### config.mk
export PLATFORM = sky130hd
export DESIGN_NAME = ghash_tag_accumulator
export DESIGN_NICKNAME = d
export VERILOG_FILES = /design/src/hdl/gta_pkg.sv /design/src/hdl/gta_ctrl.sv /design/src/hdl/gta_datapath.sv /design/src/hdl/ghash_tag_accumulator.sv
export SDC_FILE = /design/constraint.sdc
export NUM_CORES = 2
export LEC_CHECK = 0
export BUFFER_PORTS_ARGS = -buffer_cell sky130_fd_sc_hd__buf_2
export CAP_MARGIN = 5
export CORE_ASPECT_RATIO = 1.25
export CORE_MARGIN = 2
export CORE_UTILIZATION = 45
export DETAILED_ROUTE_END_ITERATION = 7
export PLACE_DENSITY = 0.7
export SLEW_MARGIN = 0
export SYNTH_ARGS = -nofsm -noshare
export SYNTH_HDL_FRONTEND = slang
export SYNTH_SLANG_ARGS = --single-unit
### constraint.sdc
create_clock -name clk -period 9.45 [get_ports clk]
set_clock_uncertainty 0.15 [all_clocks]
set_input_delay 0.4725 -clock clk [delete_from_list [all_inputs] [get_ports clk]]
set_output_delay 0.4725 -clock clk [all_outputs]
set_load 0.02 [all_outputs]
### src/hdl/gta_pkg.sv
// Shared types, codes and field arithmetic for the GHASH tag accumulator.
`default_nettype none

package gta_pkg;

  // Width of one GF(2^128) element and of the halves it travels in.
  localparam int BLOCK_BITS = 128;
  localparam int HALF_BITS = 64;
  localparam int BYTES_PER_BLOCK = BLOCK_BITS / 8;
  localparam int BYTE_COUNT_W = 5;
  localparam int REG_INDEX_W = 2;
  localparam int DIGIT_BITS_DEFAULT = 4;

  // Reduction constant for x^128 + x^7 + x^2 + x + 1 in GCM bit order.
  localparam logic [BLOCK_BITS-1:0] REDUCE_POLY = {8'he1, 120'd0};

  // Item codes.
  localparam logic MODE_ABSORB = 1'b0;
  localparam logic MODE_FINISH = 1'b1;

  // Configuration register indexes.
  localparam logic [REG_INDEX_W-1:0] REG_KEY_FIRST = 2'd0;
  localparam logic [REG_INDEX_W-1:0] REG_KEY_SECOND = 2'd1;

  typedef enum logic [1:0] {
    ST_IDLE,
    ST_RUN,
    ST_EMIT
  } state_t;

  // Commands from the controller to the datapath.
  typedef struct packed {
    logic load;    // capture a new item and start a multiply
    logic step;    // one digit step of the multiply
    logic commit;  // write the product back to the accumulator
    logic emit;    // present the tag and clear the accumulator
  } cmd_t;

  // Status from the datapath to the controller.
  typedef struct packed {
    logic item_empty;  // offered item is an absorb with no valid bytes
    logic finish;      // item at work is a finish item
    logic out_busy;    // tag register holds a result not yet taken
  } status_t;

  // Multiply a field element by x: one step towards higher degree.
  function automatic logic [BLOCK_BITS-1:0] times_x(input logic [BLOCK_BITS-1:0] a);
    logic [BLOCK_BITS-1:0] r;
    r = a >> 1;
    if (a[0]) begin
      r = r ^ REDUCE_POLY;
    end
    return r;
  endfunction

endpackage

`default_nettype wire

### src/hdl/gta_ctrl.sv
// Sequencer for the GHASH tag accumulator: item intake, digit steps and tag hand-off.
`default_nettype none

module gta_ctrl
  import gta_pkg::*;
#(
  parameter int STEPS = BLOCK_BITS / DIGIT_BITS_DEFAULT
) (
  input  wire logic    clk,
  input  wire logic    rst,
  input  wire logic    in_valid,
  output logic         in_ready,
  input  wire status_t status,
  output cmd_t         cmd
);

  localparam int CNT_W = $clog2(STEPS);
  localparam logic [CNT_W-1:0] LAST_STEP = CNT_W'(STEPS - 1);

  state_t state, state_next;
  logic [CNT_W-1:0] count, count_next;

  always_ff @(posedge clk) begin
    if (rst) begin
      state <= ST_IDLE;
      count <= '0;
    end else begin
      state <= state_next;
      count <= count_next;
    end
  end

  always_comb begin
    state_next = state;
    count_next = count;
    in_ready = 1'b0;
    cmd = '0;
    case (state)
      ST_IDLE: begin
        in_ready = 1'b1;
        // An empty absorb item is taken and dropped without touching the state.
        if (in_valid && !status.item_empty) begin
          cmd.load = 1'b1;
          count_next = '0;
          state_next = ST_RUN;
        end
      end
      ST_RUN: begin
        cmd.step = 1'b1;
        if (count == LAST_STEP) begin
          cmd.commit = 1'b1;
          state_next = status.finish ? ST_EMIT : ST_IDLE;
        end else begin
          count_next = count + 1'b1;
        end
      end
      ST_EMIT: begin
        if (!status.out_busy) begin
          cmd.emit = 1'b1;
          state_next = ST_IDLE;
        end
      end
      default: begin
        state_next = ST_IDLE;
      end
    endcase
  end

endmodule

`default_nettype wire

### src/hdl/gta_datapath.sv
// Datapath of the GHASH tag accumulator: key, accumulator, digit-serial multiplier and tag.
`default_nettype none

module gta_datapath
  import gta_pkg::*;
#(
  parameter int DIGIT_BITS = DIGIT_BITS_DEFAULT
) (
  input  wire logic                    clk,
  input  wire logic                    rst,
  input  wire logic                    cfg_write,
  input  wire logic [REG_INDEX_W-1:0]  cfg_index,
  input  wire logic [HALF_BITS-1:0]    cfg_data,
  input  wire logic                    mode,
  input  wire logic [HALF_BITS-1:0]    block_first,
  input  wire logic [HALF_BITS-1:0]    block_second,
  input  wire logic [BYTE_COUNT_W-1:0] byte_count,
  input  wire logic [HALF_BITS-1:0]    mask_first,
  input  wire logic [HALF_BITS-1:0]    mask_second,
  input  wire cmd_t                    cmd,
  output status_t                      status,
  output logic                         out_valid,
  input  wire logic                    out_ready,
  output logic [HALF_BITS-1:0]         tag_first,
  output logic [HALF_BITS-1:0]         tag_second
);

  localparam int STEPS = (BLOCK_BITS + DIGIT_BITS - 1) / DIGIT_BITS;
  localparam int XP_W = STEPS * DIGIT_BITS;
  localparam int PAD = XP_W - BLOCK_BITS;

  logic [HALF_BITS-1:0] key_first, key_second;
  logic [BLOCK_BITS-1:0] acc;
  logic [BLOCK_BITS-1:0] prod;
  logic [XP_W-1:0] operand;
  logic item_finish;
  logic [BLOCK_BITS-1:0] mask;

  logic [BLOCK_BITS-1:0] key_pow [DIGIT_BITS];
  logic [BLOCK_BITS-1:0] prod_shift [DIGIT_BITS+1];
  logic [BLOCK_BITS-1:0] prod_next;
  logic [BLOCK_BITS-1:0] block_in;
  logic [BLOCK_BITS-1:0] byte_keep;

  always_ff @(posedge clk) begin
    if (rst) begin
      key_first <= '0;
      key_second <= '0;
    end else if (cfg_write) begin
      if (cfg_index == REG_KEY_FIRST) begin
        key_first <= cfg_data;
      end else if (cfg_index == REG_KEY_SECOND) begin
        key_second <= cfg_data;
      end
    end
  end

  // H times x^k for each bit position of a digit.
  always_comb begin
    key_pow[0] = {key_first, key_second};
    for (int k = 1; k < DIGIT_BITS; k++) begin
      key_pow[k] = times_x(key_pow[k-1]);
    end
  end

  // Bytes at or past the byte count read as zero on an absorb item.
  always_comb begin
    for (int b = 0; b < BYTES_PER_BLOCK; b++) begin
      byte_keep[BLOCK_BITS-1-8*b -: 8] = (byte_count > BYTE_COUNT_W'(b)) ? 8'hff : 8'h00;
    end
    block_in = {block_first, block_second};
    if (mode == MODE_ABSORB) begin
      block_in = block_in & byte_keep;
    end
  end

  // One digit step: Z <- Z * x^DIGIT_BITS + digit * H, highest degree first.
  always_comb begin
    prod_shift[0] = prod;
    for (int i = 0; i < DIGIT_BITS; i++) begin
      prod_shift[i+1] = times_x(prod_shift[i]);
    end
    prod_next = prod_shift[DIGIT_BITS];
    for (int k = 0; k < DIGIT_BITS; k++) begin
      if (operand[DIGIT_BITS-1-k]) begin
        prod_next = prod_next ^ key_pow[k];
      end
    end
  end

  always_ff @(posedge clk) begin
    if (cmd.load) begin
      operand <= XP_W'(acc ^ block_in) << PAD;
      prod <= '0;
      item_finish <= mode;
      mask <= {mask_first, mask_second};
    end else if (cmd.step) begin
      operand <= operand >> DIGIT_BITS;
      prod <= prod_next;
    end
  end

  always_ff @(posedge clk) begin
    if (rst) begin
      acc <= '0;
    end else if (cmd.commit) begin
      acc <= prod_next;
    end else if (cmd.emit) begin
      acc <= '0;
    end
  end

  always_ff @(posedge clk) begin
    if (rst) begin
      out_valid <= 1'b0;
    end else if (cmd.emit) begin
      out_valid <= 1'b1;
    end else if (out_ready) begin
      out_valid <= 1'b0;
    end
  end

  always_ff @(posedge clk) begin
    if (cmd.emit) begin
      {tag_first, tag_second} <= acc ^ mask;
    end
  end

  always_comb begin
    status.item_empty = (mode == MODE_ABSORB) && (byte_count == '0);
    status.finish = (item_finish == MODE_FINISH);
    status.out_busy = out_valid && !out_ready;
  end

endmodule

`default_nettype wire

### src/hdl/ghash_tag_accumulator.sv
// Top level of the GHASH tag accumulator: controller and datapath joined.
//
//  Channel  Direction  Handshake              Carries
//  in       in         in_valid / in_ready    mode, block, byte_count, tag mask
//  out      out        out_valid / out_ready  tag_first, tag_second
//  cfg      in         cfg_write              hash key halves by cfg_index
//
// An item is taken in the idle state, then the multiply by H runs one digit of
// DIGIT_BITS coefficients per cycle, 128 / DIGIT_BITS digits rounded up in all
// (32 at the default of four), and the product is written back to the accumulator.
// A finish item adds an emit state in which the tag is loaded into the output
// register, and waits there if the previous tag has not yet been transferred.
// The shared digit-step multiplier sets the rate: one item at a time.
// Reset is synchronous and clears the hash key, the accumulator and the
// controller; an absorb item with a zero byte count is transferred and dropped.
`default_nettype none

module ghash_tag_accumulator
  import gta_pkg::*;
#(
  parameter int DIGIT_BITS = DIGIT_BITS_DEFAULT
) (
  input  wire logic                    clk,
  input  wire logic                    rst,
  input  wire logic                    cfg_write,
  input  wire logic [REG_INDEX_W-1:0]  cfg_index,
  input  wire logic [HALF_BITS-1:0]    cfg_data,
  input  wire logic                    in_valid,
  output logic                         in_ready,
  input  wire logic                    mode,
  input  wire logic [HALF_BITS-1:0]    block_first,
  input  wire logic [HALF_BITS-1:0]    block_second,
  input  wire logic [BYTE_COUNT_W-1:0] byte_count,
  input  wire logic [HALF_BITS-1:0]    mask_first,
  input  wire logic [HALF_BITS-1:0]    mask_second,
  output logic                         out_valid,
  input  wire logic                    out_ready,
  output logic [HALF_BITS-1:0]         tag_first,
  output logic [HALF_BITS-1:0]         tag_second
);

  // Digits per multiply; a digit width that does not divide 128 is padded
  // with zero coefficients above the top degree, which leaves the product alone.
  localparam int STEPS = (BLOCK_BITS + DIGIT_BITS - 1) / DIGIT_BITS;

  cmd_t cmd;
  status_t status;

  gta_ctrl #(
    .STEPS(STEPS)
  ) u_ctrl (
    .clk      (clk),
    .rst      (rst),
    .in_valid (in_valid),
    .in_ready (in_ready),
    .status   (status),
    .cmd      (cmd)
  );

  gta_datapath #(
    .DIGIT_BITS(DIGIT_BITS)
  ) u_datapath (
    .clk          (clk),
    .rst          (rst),
    .cfg_write    (cfg_write),
    .cfg_index    (cfg_index),
    .cfg_data     (cfg_data),
    .mode         (mode),
    .block_first  (block_first),
    .block_second (block_second),
    .byte_count   (byte_count),
    .mask_first   (mask_first),
    .mask_second  (mask_second),
    .cmd          (cmd),
    .status       (status),
    .out_valid    (out_valid),
    .out_ready    (out_ready),
    .tag_first    (tag_first),
    .tag_second   (tag_second)
  );

endmodule

`default_nettype wire

After elaboration in Yosys (flattened, before gate mapping)

Cells that the tools add are included.

Add/subtract/negate cells: 1
Order comparisons: 16
Equal/unequal tests: 8
Muxes and demuxes: 49
Bitwise operators: 16
Reductions and logical operators: 16

Operator list:

| cell                                                  | count |
|---|---|
| two-way mux 128 bit                                   | 16 |
| XOR 128 bit                                           | 6 |
| AND 128 bit                                           | 1 |
| two-way mux 8 bit                                     | 16 |
| > comparator 5 x 4 -> 1 bit, second input constant    | 8 |
| NOT 3 -> 4 bit                                        | 7 |
| > comparator 5 x 3 -> 1 bit, second input constant    | 4 |
| > comparator 5 x 1 -> 1 bit, second input constant    | 2 |
| > comparator 5 x 2 -> 1 bit, second input constant    | 2 |
| two-way mux 2 bit                                     | 5 |
| two-way mux 5 bit                                     | 2 |
| case mux 5 bit (2 select lines)                       | 1 |
| AND reduction 3 bit                                   | 3 |
| two-way mux 1 bit                                     | 8 |
| nonzero test 2 bit                                    | 4 |
| case mux 2 bit (3 select lines)                       | 1 |
| adder 5 x 1 -> 5 bit, second input constant           | 1 |
| equality test 5 bit, second input constant            | 1 |
| zero test 5 bit                                       | 1 |
| equality test 2 x 1 -> 1 bit, second input constant   | 2 |
| zero test 2 bit                                       | 2 |
| inequality test 2 x 1 -> 1 bit, second input constant | 2 |
| inequality test 2 bit, second input constant          | 2 |
| logical AND 1 bit                                     | 3 |
| 4 further kinds                                       | 6 |

Flip-flop bits (word level): 777
Input port bits: 333
Output and inout port bits: 130
Logic and storage cells: 118

Longest topological paths before layout

Depth after elaboration: 17
Gate-level depth with buffers: 10
Depth with buffers taken out: 8

Hierarchy

A second synthesis with hierarchy kept.

Cell total of the unflattened synthesis: 3659
Area total of the unflattened synthesis: 37185.7 µm²

By module, submodules not included:

| module       | times used | cells an instance | area an instance (µm²) |
|---|---|---|---|
| gta_datapath | 1          | 3618              | 36806.6 |
| gta_ctrl     | 1          | 41                | 379.1 |

Worst setup path before layout

Ideal clock, no wire load.

Kind: input to register
Start point: in out_ready
End point: reg u_datapath.acc[65]
Setup time: 128 ps
Data arrival time: 7338 ps
Data required time: 9172 ps
Path slack: 1835 ps
Cell stages on the path: 7
Path buffers: 2
Cells stage by stage: nand2b_1 -> nor2b_1 -> nor2_1 -> buf_2 -> clkbuf_1 -> a22oi_1 -> nor2_1

RTL lines:

| what                 | line                        | source |
|---|---|---|
| start, declared      | ghash_tag_accumulator.sv:37 | `input wire logic out_ready,` |
| end signal, assigned | gta_datapath.sv:107         | `acc <= prod_next;` |
| end, declared        | gta_datapath.sv:33          | `logic [BLOCK_BITS-1:0] acc;` |

Worst setup path after layout

Start point: reg u_ctrl.count[0]
End point: reg u_datapath.acc[52]

Word-level cells in the longest chain between the ends: 4

RTL lines:

| what                                                             | line           | source |
|---|---|---|
| start, declared                                                  | gta_ctrl.sv:21 | `logic [CNT_W-1:0] count, count_next;` |
| start signal, assigned                                           | gta_ctrl.sv:29 | `count <= count_next;` |
| equality test 5 bit *                                            | gta_ctrl.sv:50 | `if (count == LAST_STEP) begin` |
| two-way mux 1 bit *                                              | gta_ctrl.sv:50 |  |
| two-way mux 2 bit *                                              | gta_ctrl.sv:38 | `case (state)` |
| two-way mux 128 bit / nonzero test 2 bit (equally long branches) | n/a            |  |

Every way passes the cells marked *; elsewhere a longest branch is shown, timed or not.
A chain may end at the register's enable or synchronous reset.

==> flow_summary.json <==
{
  "synth_nets": 3848,
  "clk_latency_ps": 650,
  "crit_type": "flip-flop to flip-flop",
  "vias": 27290,
  "area_growth_pct": 20.12,
  "switchingPower_mw": 2.260,
  "drive_above_1_share": 0.1850,
  "fin_tns_setup_ps": 0,
  "initial_utilization": 0.4554,
  "rr_startpoint": "u_ctrl.count[0]",
  "intPower_mw": 6.133,
  "portBuffers": 462,
  "ir_worst_vdd_mv": 0.1235,
  "cp-start-kind": "flip-flop",
  "syn_area_um2": 37200,
  "leakage_nw": 19.14,
  "postCtsSetupRepairBufs": 0,
  "cts_hold_buf": 193,
  "slew_viol_final": 0,
  "rsz0062_at_grt": "false",
  "tightest_slew_ps": 1132,
  "grt_usage": 0.2461,
  "ys_ff_latch": 777,
  "worst_slack_ps": 5210,
  "grt_max_degree": 180,
  "power_frac_seq": 0.475,
  "cts_max_level": 3,
  "crit_path_start": "u_ctrl.count[0]",
  "r2r_slack_ps": 5210,
  "pwr-share-comb": 0.151,
  "synth.distinct_cells": 47,
  "syn_inst": 3513,
  "status": "completed",
  "final_common_cell": "nand2_1",
  "rows": 117,
  "overflow": 0,
  "ant_nets": 0,
  "drc_errors": 0,
  "final_nets": 4408,
  "end_kind": "flip-flop",
  "clockBufferDepth": 3,
  "swShare": 0.2693,
  "synth_compound_area_frac": 0.06401,
  "dp_slack_ps": 5340,
  "setup-violations-final": 0,
  "cts.repair.resized": 0,
  "clkSinkCount": 777,
  "synthSimpleGateAreaFrac": 0.1471,
  "pwr-share-clk": 0.374,
  "fin_crit_sh": 0.4487,
  "worstPathMaxFanout": 57,
  "path_clk_slew_ps": 60,
  "io_pins": 463,
  "layout_common_cells": "979 x nand2_1, 461 x buf_2, 393 x xor2_1",
  "dieArea_um2": 85000,
  "synth_xor_area_frac": 0.2020,
  "arrival_ps": 4660,
  "antenna_found_initial": 16,
  "vias_per_cell": 5.225,
  "synth_fa_ha_area_frac": 0.0006727,
  "muxShareOfSynthArea": 0.03754,
  "drt_iter0_markers": 2561,
  "gp_congestion": 0.8679,
  "drt_wl_total_mm": 105.6,
  "dp_hpwl_mm": 70.51,
  "hold_path_class": "input pin to flip-flop",
  "synth-seq-area-share": 0.5217,
  "hold_violations": 0,
  "power_density_nw_per_um2": 187.8,
  "synth_top_family_by_area": "XOR/XNOR gates",
  "cts_tree": "done",
  "drv_cap": 0,
  "dieHeight_um": 325.5,
  "wl_per_cell_um": 20.22,
  "syn_avg_cell_area_um2": 10.59,
  "dr.pass1.iters": 6,
  "die_w_um": 261.2,
  "max_slew_margin": 0.2452,
  "min_from": "out_ready",
  "clock.fmax_mhz": 235.8,
  "fin_crit_ps": 4240,
  "cts-root-buf": "clkbuf_16",
  "grt_pass1_wl_mm": 161.0,
  "grt_pass1_vias": 27160,
  "fin_hold_ws_ps": 53.58,
  "synth_warnings": 0,
  "critical_path_required_ps": 9870,
  "core_region_area_um2": 81690,
  "numCtsBuffers": 84
}
cell usage after synthesis, drive strengths merged:
master | count | area share
ha | 2 | 0.00067
clkbuf | 131 | 0.013
a21o | 2 | 0.00040
nand2 | 989 | 0.10
inv | 6 | 0.00067
nand4 | 2 | 0.00034
and3b | 2 | 0.00047
nand3 | 14 | 0.0022
or3 | 2 | 0.00034
or3b | 1 | 0.00024
nand3b | 3 | 0.00061
nor3b | 1 | 0.00020
nor4b | 1 | 0.00024
a311o | 1 | 0.00027
o21a | 2 | 0.00040
or4 | 1 | 0.00030
dfxtp | 392 | 0.21
buf | 79 | 0.013
xnor2 | 136 | 0.032
edfxtp | 385 | 0.31
xnor3 | 128 | 0.077
a2111oi | 1 | 0.00040
or2 | 3 | 0.00050
and3 | 1 | 0.00017
a21oi | 175 | 0.024
mux2 | 124 | 0.038
nand2b | 4 | 0.00067
o22a | 1 | 0.00024
o221ai | 2 | 0.00047
nor3 | 7 | 0.0012
o21ai | 95 | 0.013
xor2 | 393 | 0.093
a32oi | 1 | 0.00024
a22oi | 124 | 0.025
a211o | 1 | 0.00024
nor2b | 125 | 0.021
nor2 | 176 | 0.018
registers in the layout, summed over array words and instances, names as in the netlist:
signal,cells
u_datapath.tag_second,64
u_datapath.key_first,64
u_ctrl.state,2
u_datapath.operand,128
u_datapath.item_finish,1
u_datapath.key_second,64
u_ctrl.count,5
u_datapath.mask,128
u_datapath.acc,128
u_datapath.tag_first,64
u_datapath.prod,128
u_datapath.out_valid,1
power by group through the flow:
| stage | Sequential (mW) | Clock (mW) | Combinational [mW] |
|---|---|---|---|
| 2_1_floorplan | 3.99 | 0 | 0.870 |
| 3_3_place_gp | 4.05 | 0 | 1.17 |
| 3_5_place_dp | 4.05 | 0 | 1.20 |
| 4_1_cts | 3.98 | 3.20 | 1.27 |
| 5_1_grt | 4.01 | 3.33 | 1.38 |
| 6_report | 3.99 | 3.14 | 1.27 |
through the flow:
step                utilization  power, mW  cells  cell area, um2
detailed placement       0.4915      5.247   4865           40150
global route             0.5470      8.713   5221           44680
CTS                      0.5467      8.448   5211           44660
floorplan                     -      4.857   3513           37200
finish                   0.5470      8.393   5222           44690
global placement         0.4915      5.221   4865           40150
logic make-up after synthesis:
| group | after synthesis |
|---|---|
| adder cells (fa/ha/maj) | 2 |
| XOR/XNOR | 657 |
| buffers and inverters | 216 |
| AND/OR/NAND/NOR | 1332 |
| multiplexers | 124 |
| AO/OA/AOI/OAI | 405 |
| flip-flops | 777 |
critical path, stage by stage, from the launching register on:
cell and delay [ps]:
dfxtp_1 340, ha_1 210, and3_1 180, ha_1 240, inv_1 130, nor2_4 50
buf_4 320, nor2_4 710, buf_4 580, buf_4 650, a22oi_1 220, nor2_1 150
area by class of cell:
| class | count | area [um2] |
|---|---|---|
| diodes | 11 | 27.53 |
| clock buffers | 111 | 2310 |
| clock inverters | 42 | 266.5 |
| fillers | 7038 | 37000 |
| inverters | 6 | 35.03 |
| multi-input cells | 2520 | 16830 |
| flip-flops and latches | 777 | 19410 |
| well taps | 1071 | 1340 |
| repair buffers | 684 | 4472 |
worst paths after layout:
path	endpoint	cells after the start
setup / recovery	u_datapath.acc[52]	11
hold / removal	u_datapath.out_valid	3
setup reg to reg	u_datapath.acc[52]	11
hold reg to reg	u_datapath.prod[125]	2
per-layer routing:
metal	vias up	global-route usage	share of wire
li1	12850	-	-
met1	13250	0.3191	0.41
met2	993	0.4068	0.48
met3	190	0.04301	0.069
met4	10	0.09733	0.036
met5	-	0	0.00056
(Power assumes the default switching activity.)
